### config.mk
export PLATFORM = sky130hd
export DESIGN_NAME = fbhd_queue
export DESIGN_NICKNAME = d
export VERILOG_FILES = /design/src/design/fbhd_queue.sv
export SDC_FILE = /design/constraint.sdc
export NUM_CORES = 1
export LEC_CHECK = 0
export ABC_AREA = 1
export BUFFER_PORTS_ARGS = -buffer_cell sky130_fd_sc_hd__buf_2
export CORE_MARGIN = 2
export CORE_UTILIZATION = 50
export CTS_BUF_LIST = sky130_fd_sc_hd__clkbuf_4
export CTS_CLUSTER_SIZE = 28
export DETAILED_ROUTE_END_ITERATION = 8
export GPL_TIMING_DRIVEN = 0
export PLACE_DENSITY = 0.74
export SLEW_MARGIN = 20
export SYNTH_ARGS = -nofsm -noshare
export SYNTH_HDL_FRONTEND = slang
export SYNTH_SLANG_ARGS = --single-unit
### constraint.sdc
create_clock -name clock -period 1.6 [get_ports clock]
set_input_delay 0.16 -clock clock [delete_from_list [all_inputs] [get_ports clock]]
set_output_delay 0.16 -clock clock [all_outputs]
set_load 0.1 [all_outputs]
### src/design/fbhd_queue.sv
// ----------------------------------------------------------------------------
// fbhd_queue
// short first-in first-out queue between the front and the back
// ----------------------------------------------------------------------------
module fbhd_queue #(
   parameter int DATA_W = 8,
   parameter int DEPTH  = 4,
   localparam int PW = (DEPTH > 1) ? $clog2(DEPTH) : 1,
   localparam int CW = $clog2(DEPTH + 1)
) (
   input  logic              clock,
   input  logic              reset,
   input  logic              push,
   input  logic [DATA_W-1:0] push_data,
   input  logic              pop,
   output logic              full,
   output logic              head_valid,
   output logic [DATA_W-1:0] head_data
);

   logic [DATA_W-1:0] entries_ff [DEPTH];
   logic [PW-1:0]     wr_ptr_ff, wr_ptr_in;
   logic [PW-1:0]     rd_ptr_ff, rd_ptr_in;
   logic [CW-1:0]     count_ff, count_in;

   always_comb begin
      wr_ptr_in = wr_ptr_ff;
      rd_ptr_in = rd_ptr_ff;
      count_in  = count_ff;
      if (push) begin
         wr_ptr_in = (wr_ptr_ff == PW'(DEPTH - 1)) ? '0 : wr_ptr_ff + PW'(1);
      end
      if (pop) begin
         rd_ptr_in = (rd_ptr_ff == PW'(DEPTH - 1)) ? '0 : rd_ptr_ff + PW'(1);
      end
      if (push && !pop) begin
         count_in = count_ff + CW'(1);
      end else if (pop && !push) begin
         count_in = count_ff - CW'(1);
      end
   end

   always_ff @(posedge clock) begin
      if (reset) begin
         wr_ptr_ff <= '0;
         rd_ptr_ff <= '0;
         count_ff  <= '0;
      end else begin
         wr_ptr_ff <= wr_ptr_in;
         rd_ptr_ff <= rd_ptr_in;
         count_ff  <= count_in;
      end
   end

   always_ff @(posedge clock) begin
      if (push) begin
         entries_ff[wr_ptr_ff] <= push_data;
      end
   end

   assign full       = (count_ff == CW'(DEPTH));
   assign head_valid = (count_ff != '0);
   assign head_data  = entries_ff[rd_ptr_ff];

endmodule

* Yosys cells after proc, flatten, opt, wreduce, memory -nomap -nowiden
Memory sizes are Yosys's and may differ from the RTL's. A register that Yosys moved wholly into a read port is not among the register bits.
Index checks and enable logic that the tools add are counted.
** Operators by class
- Add/subtract/negate cells :: 4
- Equality and inequality tests :: 3
- Muxes and demuxes :: 8
- Reductions and logical operators :: 6
** Operators with widths (number)
- 2-to-1 mux 2 bit :: 4
- 2-to-1 mux 3 bit :: 2
- adder 2 x 1 -> 2 bit, second input constant :: 2
- == test 2 bit, second input constant :: 2
- adder 3 x 1 -> 3 bit, second input constant :: 1
- == test 3 bit, second input constant :: 1
- nonzero test 3 bit :: 1
- subtractor 3 x 1 -> 3 bit, second input constant :: 1
- logical AND 1 bit :: 2
- zero test 1 bit :: 2
- 2-to-1 mux 1 bit :: 2
- nonzero test 2 bit :: 1
** Word-level totals
- Flip-flop bits (word level) :: 7
- RAM bits :: 32
- Input port bits :: 12
- Word-level logic and storage cells :: 25
- Memories kept :: 1
** Memory list
- entries_ff :: depth 4, width 8, read ports 1, clocked after Yosys merged registers in 1, write ports 1, line 21 : logic [DATA_W-1:0] entries_ff [DEPTH];

* Longest topological paths before layout
- Word-level depth :: 4
- Gate-level depth with buffers :: 10

* Worst setup path before layout
OpenSTA, ideal clock, no wires.
- Path kind :: reg2out
- From :: register count_ff[0]
- To :: output port full
- Arrival :: 2.418 ns
- Data required time :: 1.440 ns
- Setup slack :: -0.978 ns
- Stages on the path, launching flop included :: 2
- Path buffers :: 0
- Cells stage by stage :: dfxtp_1 nor3_1
** On the way
- Longest elaborated chain between the ends :: 1
** Ends and longest elaborated chain
- from (decl) :: line 24 : logic [CW-1:0] count_ff, count_in;
- from (signal assigned) :: line 51 : count_ff <= count_in;
- == test 3 bit :: line 61 : assign full = (count_ff == CW'(DEPTH));
- to (decl) :: line 16 : output logic full,
No other way between the ends.

==> metrics <==
Yosys top cell area share=58.09%; Total GRT Usage=19.29%; crit end category=output port; min Tclk post-route=1595 ps; combinational fraction of design power=30.6%; TritonCTS buffer count=5; Worst Hold Class=input port to flop; CP max FO=10; Die Span Y=61.52 um; Reg2Reg Depth=7; H-tree lvl count=2; top-count cell post-synth=edfxtp_1; Hold Crit Depth=2; Cells after DPL=around 200; Post-Route WL=3280 um; vias in the first global route=1062; worst setup path class=flop to output port; top cells by count, synth=edfxtp_1, nor2_1, inv_1, o21ai_0; Layout area overhead=32.98%; Synth Cell Area=approximately 1700 um2; Reg clk slew, reported paths=~110 ps; first-pass GRT wire length=4988 um; Vias per Instance=between 5 and 6; CTS Sinks=41; Seq cells post-synth=41; WL/cell=15.55 um; mean area per synthesized cell=12.16 um2; sequential cell area fraction in the yosys report=about 69%; Final Wtd Congestion=0.7718; Clock Latency Late Sink=340 ps; final worst slack=4.829 ps; Worst R2R Setup Slack=270 ps; FFs w/ async S/R, synth=0%; clk_skew=5.676 ps; I/O pin total=22; Post-Place Setup Slack=-22.25 ps; Tightest Pin Transition=510.0 ps; Max VDD drop=734.4 uV; max-cap violation count=0; WHS Endpoint=wr_ptr_ff[0]$_SDFFE_PP0P_; sequential power share=49.8%; core area=3103 um2; switching pwr=slightly below 900 uW; switching share of power=34.48%; worst r2r src=count_ff[0]$_SDFFE_PP0P_; initial antenna violation count=0; worst path required time=roughly 1400 ps; Die Wd=around 60 um; die area=3784 um2; post-synthesis cell type with the largest combined area=edfxtp_1; Relative slew margins=66.23%; status=finished, final reports clean; top cells by area, synth=edfxtp_1, dfxtp_1, nor2_1; cell-internal power=1.652 mW; reg-to-reg endpoint=count_ff[2]$_SDFFE_PP0P_; ANT cells=0; YS warnings=0; ANT nets after route=0; main flop type after synthesis=edfxtp_1; Port Buffers=21; hold path start=reset; Fin. Hold Viols=0; Arrival @ worst endpoint=1440 ps; dpl hpwl=2152 um; Worst Setup Start Kind=flop; RSZ-0062 raised after global routing=yes; Pwr per Cell Area=about 1100 nW/um2; TritonRoute pass-1 iters=4; Mapped Nets=155; fin. max-slew vios=0; Initial Utilization=53.31%; # hold bufs at CTS=0; Clock Tree Buf Depth=2; DRC=0; synth unique cells=19; crit share post-route=99.70%; Worst Hold Slack=19.36 ps; clk root buf=clkbuf_4; clock share of power=19.6%; gr ovfl total=0; share of post-route cells with drive strength above 1=33.53%; Syn Inst Count=136; DR vias=1093; # rows=20; Fmax=626.9 MHz; Setup-failing EPs final=0; Iteration-0 DRC Markers=30; EDFF count, synth=32; largest net degree at the start of global routing=13; Finished Layout Cells=211; CTS tree=yes; Layout Nets=185; Leak=0.8520 nW
==> power by group through the flow <==
stage | logic [mW] | clock network [mW] | registers [mW]
after floorplan | 0.522 | 0 | 1.26
after global placement | 0.608 | 0 | 1.27
after detailed placement | 0.625 | 0 | 1.27
after CTS | 0.737 | 0.509 | 1.25
after global routing | 0.815 | 0.564 | 1.26
final | 0.771 | 0.494 | 1.26
==> sequential cells by signal (all words and copies together) (netlist names), named ones only <==
name / cells
count_ff: 3
entries_ff: 32
rd_ptr_ff: 2
wr_ptr_ff: 2
==> final cells by class <==
cell class,instances,area (um2)
inverters,16,70.07
plain buffers,2,35.03
flip-flops and latches,41,1146
clock buffers,6,45.04
well taps,44,55.05
clock inverters,2,10.01
repair buffers,23,264.0
fillers,246,903.4
multi-input cells,77,574.3
==> routing by layer <==
metal | vias up | routed length [um] | global-route usage [%]
met3 | 2 | 140 | 6.303
li1 | 541 | - | -
met1 | 518 | 1318 | 23.17
met4 | 0 | 34 | 8.207
met2 | 32 | 1786 | 31.88
met5 | - | 0 | 0
==> per-stage QoR <==
| step | cell area [um2] | utilization (%) | setup TNS [ps] | total power [mW] |
|---|---|---|---|---|
| after detailed placement | 1936 | 62.38 | -24.93 | 1.900 |
| after floorplan | 1775 | - | 0 | 1.785 |
| after global placement | 1936 | 62.38 | -56.94 | 1.878 |
| final | 2200 | 70.89 | 0 | 2.522 |
| after global routing | 2200 | 70.89 | -424.8 | 2.643 |
| after CTS | 2125 | 68.47 | -151.9 | 2.500 |
==> worst max-delay path by stage <==
stage              endpoint  slack [ps]  cells after the start
3_5_place_dp   head_data[2]         -20                      4
3_3_place_gp   head_data[3]         -20                      4
2_1_floorplan  head_data[5]         210                      3
4_1_cts        head_data[2]         -40                      4
5_1_grt        head_data[6]         -60                      5
6_report       head_data[6]           5                      5
==> critical path: stages, from the launching register on <==
cell and delay, ps:
dfxtp_4 410, inv_8 90, buf_12 140, nor2_2 50, o22ai_4 200, buf_12 200
==> kinds of logic after synthesis <==
logic type	share of synthesized area, %
buf+inv	4.992
simple gates	9.606
fa+ha+maj	5.749
compound gates	10.14
xor+xnor	0.5296
flops	68.99
==> repair_timing <==
action / CTS / global route
endpoints found under the setup margin: 8 / 9
gates resized for setup: 40 / 23
setup buffers: 0 / 1
hold endpoints to repair: 0 / 0
gates cloned: 0 / 1
==> layout by cell type (no fill, tap or decap), types with 2 or more instances in the layout <==
master and n:
ha_1 6, clkinv_2 2, nand2_1 9, o21ai_0 6, buf_12 9, nor2_2 8
buf_2 12, inv_1 14, dfxtp_1 7, nor3_1 2, o21ai_1 11, edfxtp_1 32
nor2_1 17, clkbuf_4 7, a21oi_1 3, o22ai_4 8
(Power assumes the default switching activity.)
