==> src/design/fbhd_pkg.sv <==
// ----------------------------------------------------------------------------
// fbhd_pkg
// shared types, constants and arithmetic for the fire burn / diffusion block
// ----------------------------------------------------------------------------
package fbhd_pkg;

   // configuration port
   localparam int PADDR_W   = 3;
   localparam int PDATA_W   = 32;
   localparam int REG_IDX_W = 1;
   localparam int CFG_W     = 11;

   localparam logic [REG_IDX_W-1:0] REG_FRAME_WIDTH  = 1'b0;
   localparam logic [REG_IDX_W-1:0] REG_FRAME_HEIGHT = 1'b1;

   localparam logic [CFG_W-1:0] RESET_FRAME_WIDTH  = 11'd1024;
   localparam logic [CFG_W-1:0] RESET_FRAME_HEIGHT = 11'd1024;

   // frame geometry limits
   localparam int MIN_WIDTH  = 3;
   localparam int MIN_HEIGHT = 2;

   // queue between front and back
   localparam int QUEUE_DEPTH = 4;

   // burn rule
   localparam logic [7:0] IGNITE_HEAT   = 8'd50;
   localparam logic [7:0] HOT_MID       = 8'd100;
   localparam logic [7:0] HOT_HIGH      = 8'd200;
   localparam logic [7:0] HEAT_CAP      = 8'd250;
   localparam logic [7:0] HEAT_GAIN     = 8'd2;
   localparam logic [7:0] FUEL_DEC_HIGH = 8'd4;
   localparam logic [7:0] FUEL_DEC_MID  = 8'd2;
   localparam logic [7:0] FUEL_DEC_LOW  = 8'd1;

   // diffusion: weighted sum fits 12 bits, divide by 11 as multiply + shift
   localparam int          SUM_W       = 12;
   localparam int          PROD_W      = 24;
   localparam logic [11:0] UP_WEIGHT   = 12'd2;
   localparam logic [11:0] DOWN_WEIGHT = 12'd6;
   localparam logic [23:0] DIV11_MUL   = 24'd2979;
   localparam int          DIV11_SHIFT = 15;

   typedef struct packed {
      logic [7:0] cell_heat;
      logic [7:0] cell_fuel;
   } req_type;

   typedef struct packed {
      logic [7:0] new_heat;
      logic [7:0] new_fuel;
      logic       burnt_out;
      logic       last_of_run;
   } rsp_type;

   typedef struct packed {
      logic [7:0] heat;
      logic [7:0] fuel;
      logic       burnt;
   } cell_type;

   // what the back has to do for one item
   typedef struct packed {
      logic emit_upper;   // emit the cell one row up
      logic diff_upper;   // that cell takes diffusion
      logic emit_prev;    // last row: emit the cell to the left
      logic diff_prev;    // that cell takes diffusion
      logic emit_last;    // last cell of the frame: emit itself
   } flags_type;

   function automatic cell_type burn_cell(input logic [7:0] heat,
                                          input logic [7:0] fuel,
                                          input logic       inner);
      cell_type   burned;
      logic [7:0] dec;
      burned.heat  = heat;
      burned.fuel  = fuel;
      burned.burnt = 1'b0;
      if (heat > HOT_HIGH) begin
         dec = FUEL_DEC_HIGH;
      end else if (heat > HOT_MID) begin
         dec = FUEL_DEC_MID;
      end else begin
         dec = FUEL_DEC_LOW;
      end
      if (inner) begin
         if (fuel != 8'd0) begin
            if (heat > IGNITE_HEAT) begin
               if (fuel <= dec) begin
                  burned.heat  = 8'd0;
                  burned.fuel  = 8'd0;
                  burned.burnt = 1'b1;
               end else begin
                  burned.fuel = fuel - dec;
                  if (heat < HEAT_CAP) begin
                     burned.heat = heat + HEAT_GAIN;
                  end
               end
            end
         end else if (heat != 8'd0) begin
            burned.heat = heat - 8'd1;
         end
      end
      return burned;
   endfunction

   function automatic logic [7:0] diffuse(input logic [7:0] self_h,
                                          input logic [7:0] left_h,
                                          input logic [7:0] right_h,
                                          input logic [7:0] up_h,
                                          input logic [7:0] down_h);
      logic [SUM_W-1:0]  sum;
      logic [PROD_W-1:0] prod;
      logic [7:0]        quot;
      sum  = SUM_W'(self_h) + SUM_W'(left_h) + SUM_W'(right_h)
           + UP_WEIGHT * SUM_W'(up_h) + DOWN_WEIGHT * SUM_W'(down_h);
      prod = PROD_W'(sum) * DIV11_MUL;
      quot = 8'(prod >> DIV11_SHIFT);
      return (quot < self_h) ? self_h : quot;
   endfunction

endpackage

==> src/design/fbhd_front.sv <==
// ----------------------------------------------------------------------------
// fbhd_front
// takes input transactions, tracks raster position, applies the burn rule and
// tags each cell with the work the back has to do
// ----------------------------------------------------------------------------
module fbhd_front
   import fbhd_pkg::*;
#(
   parameter int MAX_WIDTH  = 1024,
   parameter int MAX_HEIGHT = 1024,
   localparam int XW = $clog2(MAX_WIDTH),
   localparam int YW = $clog2(MAX_HEIGHT)
) (
   input  logic             clock,
   input  logic             reset,
   input  logic             restart,
   input  logic [CFG_W-1:0] frame_width,
   input  logic [CFG_W-1:0] frame_height,
   input  logic             req_valid,
   output logic             req_stall,
   input  req_type          req_data,
   input  logic             queue_full,
   output logic             push,
   output cell_type         push_cell,
   output flags_type        push_flags,
   output logic [XW-1:0]    push_col,
   output logic [XW-1:0]    push_pend_addr,
   output logic [XW-1:0]    push_upper_addr
);

   localparam int WCMP_W = ($clog2(MAX_WIDTH + 1) > CFG_W) ? $clog2(MAX_WIDTH + 1) : CFG_W;
   localparam int HCMP_W = ($clog2(MAX_HEIGHT + 1) > CFG_W) ? $clog2(MAX_HEIGHT + 1) : CFG_W;

   logic [XW-1:0]     col_ff, col_in, col_last;
   logic [YW-1:0]     row_ff, row_in, row_last;
   logic [WCMP_W-1:0] width_raw;
   logic [HCMP_W-1:0] height_raw;
   logic              at_col_last, at_row_last, inner;

   // clamp the geometry registers to the supported range
   always_comb begin
      width_raw = WCMP_W'(frame_width);
      if (width_raw < WCMP_W'(MIN_WIDTH)) begin
         col_last = XW'(MIN_WIDTH - 1);
      end else if (width_raw > WCMP_W'(MAX_WIDTH)) begin
         col_last = XW'(MAX_WIDTH - 1);
      end else begin
         col_last = XW'(width_raw - WCMP_W'(1));
      end
   end

   always_comb begin
      height_raw = HCMP_W'(frame_height);
      if (height_raw < HCMP_W'(MIN_HEIGHT)) begin
         row_last = YW'(MIN_HEIGHT - 1);
      end else if (height_raw > HCMP_W'(MAX_HEIGHT)) begin
         row_last = YW'(MAX_HEIGHT - 1);
      end else begin
         row_last = YW'(height_raw - HCMP_W'(1));
      end
   end

   assign at_col_last = (col_ff == col_last);
   assign at_row_last = (row_ff == row_last);
   assign inner       = (col_ff != '0) && !at_col_last;

   assign req_stall = queue_full;
   assign push      = req_valid && !queue_full;

   always_comb begin
      col_in = col_ff;
      row_in = row_ff;
      if (restart) begin
         col_in = '0;
         row_in = '0;
      end else if (push) begin
         if (at_col_last) begin
            col_in = '0;
            row_in = at_row_last ? '0 : row_ff + YW'(1);
         end else begin
            col_in = col_ff + XW'(1);
         end
      end
   end

   always_ff @(posedge clock) begin
      if (reset) begin
         col_ff <= '0;
         row_ff <= '0;
      end else begin
         col_ff <= col_in;
         row_ff <= row_in;
      end
   end

   assign push_cell = burn_cell(req_data.cell_heat, req_data.cell_fuel, inner);
   assign push_col  = col_ff;

   // read-ahead addresses, wrapping around the row
   always_comb begin
      if (at_col_last) begin
         push_pend_addr = XW'(1);
      end else if (col_ff == col_last - XW'(1)) begin
         push_pend_addr = '0;
      end else begin
         push_pend_addr = col_ff + XW'(2);
      end
      push_upper_addr = at_col_last ? '0 : col_ff + XW'(1);
   end

   always_comb begin
      push_flags.emit_upper = (row_ff != '0);
      push_flags.diff_upper = (row_ff > YW'(1)) && inner;
      push_flags.emit_prev  = at_row_last && (col_ff != '0);
      push_flags.diff_prev  = at_row_last && (col_ff > XW'(1));
      push_flags.emit_last  = at_row_last && at_col_last;
   end

endmodule

==> config.mk <==
export PLATFORM = sky130hd
export DESIGN_NAME = fbhd_front
export DESIGN_NICKNAME = d
export VERILOG_FILES = /design/src/design/fbhd_pkg.sv /design/src/design/fbhd_front.sv
export SDC_FILE = /design/constraint.sdc
export NUM_CORES = 1
export LEC_CHECK = 0
export ABC_AREA = 1
export ABC_CLOCK_PERIOD_IN_PS = 4500
export BUFFER_PORTS_ARGS = -buffer_cell sky130_fd_sc_hd__buf_4
export CAP_MARGIN = 20
export CORE_ASPECT_RATIO = 0.75
export CORE_UTILIZATION = 42
export DETAILED_ROUTE_END_ITERATION = 10
export GPL_TIMING_DRIVEN = 0
export PLACE_DENSITY = 0.71
export SKIP_CTS_REPAIR_TIMING = 1
export SLEW_MARGIN = 15
export SYNTH_ARGS = -nofsm -noshare
export SYNTH_HDL_FRONTEND = slang
export SYNTH_SLANG_ARGS = --single-unit
==> constraint.sdc <==
create_clock -name clock -period 4.5 [get_ports clock]
set_input_delay 0.45 -clock clock [delete_from_list [all_inputs] [get_ports clock]]
set_output_delay 0.45 -clock clock [all_outputs]
set_load 0.005 [all_outputs]
# Word level (Yosys, flattened, before mapping)

Index checks and enable logic that the tools add are counted.

Logic and storage cells: 57
Register bits: 20
Output and inout bits: 54
Bits of input ports: 43

Add/sub/neg operators: 9
Muxes and demuxes: 18
Reductions and logical operators: 14
Equal/unequal tests: 3
Magnitude comparators: 11

Operators by type and width:

| kind                  | number |
|---|---|
| $mux 10               | 8 |
| $mux 17               | 2 |
| $eq 10x10->1          | 3 |
| $sub 10x1->10 const B | 3 |
| $mux 8                | 3 |
| $gt 11x11->1 const B  | 2 |
| $lt 11x2->1 const B   | 2 |
| $add 10x1->10 const B | 2 |
| $gt 10x1->1 const B   | 2 |
| $reduce_bool 10->1    | 2 |
| $mux 16               | 1 |
| $reduce_bool 8->1     | 2 |
| $add 10x2->10 const B | 1 |
| $mux 9                | 1 |
| $add 8x2->8 const B   | 1 |
| $gt 8x6->1 const B    | 1 |
| $gt 8x7->1 const B    | 1 |
| $gt 8x8->1 const B    | 1 |
| $le 8x8->1            | 1 |
| $lt 8x8->1 const B    | 1 |
| $sub 8x1->8 const B   | 1 |
| $sub 8x8->8           | 1 |
| $logic_and 1x1->1     | 6 |
| $mux 3                | 1 |
| other kinds (5)       | 6 |

# Longest topological paths before layout

Word-level depth: 8
Gate-level depth with buffers: 19

# Least setup slack after synthesis

No wires, ideal clock.

Kind: input to output
Start: input req_data[9] (netlist bit)
End: output push_cell[16] (netlist bit)
Slack: 1148 ps
Data arrival time: 2902 ps
Path buffers: 0
Stages: 19
Cells stage by stage: inv_1 -> ha_1 -> nand2_1 -> nand2_1 -> nand2_1 -> a21oi_1 -> ha_1 -> inv_1 -> fa_1 -> nand2_1 -> nand3_1 -> a21oi_1 -> inv_1 -> nand2_1 -> nor2_1 -> inv_1 -> a21oi_1 -> o21ai_0 -> o21ai_0

RTL lines:

| item        | line             | RTL |
|---|---|---|
| from (decl) | fbhd_front.sv:21 | `input req_type req_data,` |
| to (decl)   | fbhd_front.sv:24 | `output cell_type push_cell,` |

==> results.yml <==
timing:
  tns_ns: 0
  slew_headroom: 0.668
  worst_pin_slew_ns: 0.498
  post-route-period-util: 0.920
  max_freq_mhz: 242
  timing.final.ws_setup_ns: 0.362
  timing.hold.ws_ns: 0.517
  finalHoldViolations: 0
  slew_viol_final: 0
  skew_ns: 0.00198
  rsz0062_at_grt: "false"
  period_minus_slack_ns: 4.14
  setup_viol: 0
placed_design:
  portBuffers: 93
  dp.cells: 1000
  place_ws_ns: 0.301
  postPlaceCellArea_um2: 4990
  hpwl_um: 11100
  gp_congestion: 0.976
power:
  powerDensity_nw_per_um2: 152
  ir_drop_uv: 88.6
  finalPower_mw: 0.772
  leakage_nw: 2.70
yosys:
  netlist_area_um2: 4130
  ys_top_cells_by_area: "nand2_1, inv_1, dfxtp_1"
  yosys.cell_types.count: 40
  synthCells: 779
  syn_nets: 843
  ys_warn_count: 0
  synth_top_area_frac: 0.204
  ys_seq_area_frac: 0.0969
  synth_area_leader_cell: "nand2_1"
  ys_ff_latch: 20
  syn_avg_cell_area_um2: 5.30
cts:
  cts.htree.levels: 1
  root_buffer: "clkbuf_16"
  clock_latency_ns: 0.26
  cts_sinks: 20
  clk_path_buf_depth: 2
  clkTransAtPathRegs_ns: 0.06
  cts_tree: "yes"
  cts_buffers: 3
global_routing:
  grt_usage: 0.264
  grt_pass1_vias: 4568
  antenna_found_initial: 0
  grt_overflow: 0
  grt_pass1_wl_um: 21600
  grt_max_degree: 12
floorplanning:
  dieArea_um2: 10200
  row_count: 30
  start_util: 0.444
  core-area_um2: 9310
  ios: 97
  dieWidth_um: 117
  die_h_um: 87.9
worst_setup_path:
  crit_path_end: "push_cell[16]"
  crit_path_start_kind: "input pin"
  ff2ff_path_depth: 9
  crit_type: "in2out"
  cp.required_ns: 4.05
  crit_fanout: 7
  crit_start: "req_data[9]"
  r2r_slack_ns: 2.33
  worst_setup_path_end_kind: "output pin"
  reg2reg_to: "row_ff[5]"
  r2r_start: "push_col[2]"
  cp.arrival_ns: 3.69
drt:
  wl_per_cell_um: 13.6
  vias: 5402
  ant_nets: 0
  initialDrtViolationCount: 435
  drt-vias-per-instance: 5.38
  drt-pass1-iter-count: 5
  wl_um: 13600
  drc: 0
final_layout:
  final_cells: 1004
  num_antenna_cells: 0
  post-route-cell-area_um2: 5080
  fillers: 1029
  drive_gt1_frac: 0.167
  final_nets: 941
  finish.utilization: 0.546
  syn2layout_area_growth_pct: 23.0
job:
  maxCapViolCount: 0
hold_path:
  hp-class: "in2reg"
run_status:
  status: "complete, no violations"
## how the worst min path moves through the flow
stage / depth (start not counted) / endpoint / slack, ns / from
finish: 4 / push_col[9] / 0.52 / reset
global route: 2 / row_ff[3] / 0.56 / row_ff[3]
CTS: 4 / push_col[9] / 0.53 / reset
detailed placement: 2 / row_ff[3] / 0.52 / row_ff[3]
global placement: 2 / row_ff[8] / 0.50 / row_ff[8]
floorplan: 2 / row_ff[8] / 0.48 / row_ff[8]
## per-layer routing
| layer | GRT usage | part of all wire | vias to the layer above |
|---|---|---|---|
| li1 | - | - | 2675 |
| met1 | 0.406 | 0.48 | 2467 |
| met2 | 0.396 | 0.42 | 250 |
| met3 | 0.0263 | 0.095 | 10 |
| met4 | 0.0431 | 0.0052 | 0 |
| met5 | 0 | 0 | - |
## power by group
part           internal (mW)  total (mW)  switching, mW
clock                  0.136       0.210         0.0740
sequential             0.180       0.185        0.00476
combinational          0.156       0.378          0.222
total                  0.471       0.772          0.301
## cell usage after synthesis
master and instances:
a21oi_1 34, a22oi_1 3, and3_1 1, buf_1 2
buf_2 3, buf_4 3, buf_6 2, clkbuf_1 14
dfxtp_1 20, fa_1 1, ha_1 20, inv_1 116
inv_2 3, inv_4 2, nand2_1 225, nand2_2 11
nand2_4 2, nand3_1 74, nand3_2 3, nand3_4 1
nand3b_1 4, nand4_1 19, nor2_1 93, nor2_2 5
nor2_4 4, nor3_1 13, nor3b_1 1, nor4_1 3
o2111ai_1 1, o211ai_1 4, o21ai_0 42, o21ai_1 2
o21ai_2 7, o21bai_1 1, o221ai_1 1, o22ai_1 3
o31ai_1 2, or2_2 2, xnor2_1 4, xor2_1 28
## cell usage in the layout (no fill, tap or decap), types with 3 or more instances in the layout
cell	n
a21oi_1	33
a22oi_1	3
buf_2	3
buf_4	96
clkbuf_1	14
clkbuf_16	3
dfxtp_1	20
ha_1	20
inv_1	116
inv_2	3
nand2_1	225
nand2_2	11
nand3_1	74
nand3_2	3
nand3b_1	4
nand4_1	19
nor2_1	93
nor2_2	5
nor2_4	4
nor3_1	13
nor4_1	3
o211ai_1	4
o21ai_0	42
o21ai_2	7
o22ai_1	3
xnor2_1	4
xor2_1	28
## cell families (layout without fill, tap and decap cells)
group / count (synthesis) / after routing / synth area share
flip-flops: 20 / 20 / 0.0969
AO/OA/AOI/OAI: 100 / 100 / 0.136
XOR/XNOR: 32 / 32 / 0.0678
AND/OR/NAND/NOR: 461 / 461 / 0.493
buffers and inverters: 145 / 242 / 0.140
adder cells (fa/ha/maj): 21 / 21 / 0.0654
## state kept, by name, summed over array words and instances, names as in the netlist
name	cells
push_col	10
row_ff	10
## worst max-delay path, stage by stage
cell and delay, ns:
buf_4 0.14, inv_1 0.22, ha_1 0.27, nand2_1 0.06
nand2_1 0.06, nand2_1 0.05, a21oi_1 0.22, ha_1 0.25
inv_1 0.07, fa_1 0.39, nand2_1 0.13, nand3_1 0.14
a21oi_2 0.26, inv_1 0.14, nand2_1 0.18, nor2_1 0.09
inv_1 0.13, a21oi_1 0.05, o21ai_0 0.16, o21ai_0 0.10
buf_4 0.14
## final cells by class
cell class	instances	area (um2)	share of cell area
sequential	20	400	0.0788
buffer	24	120	0.0236
clock buffer	4	88.8	0.0175
multi-input combinational	614	3160	0.621
tap	128	160	0.0315
inverter	121	459	0.0903
timing repair buffer	93	698	0.137
Note: power is estimated with default switching activity, not from simulation.
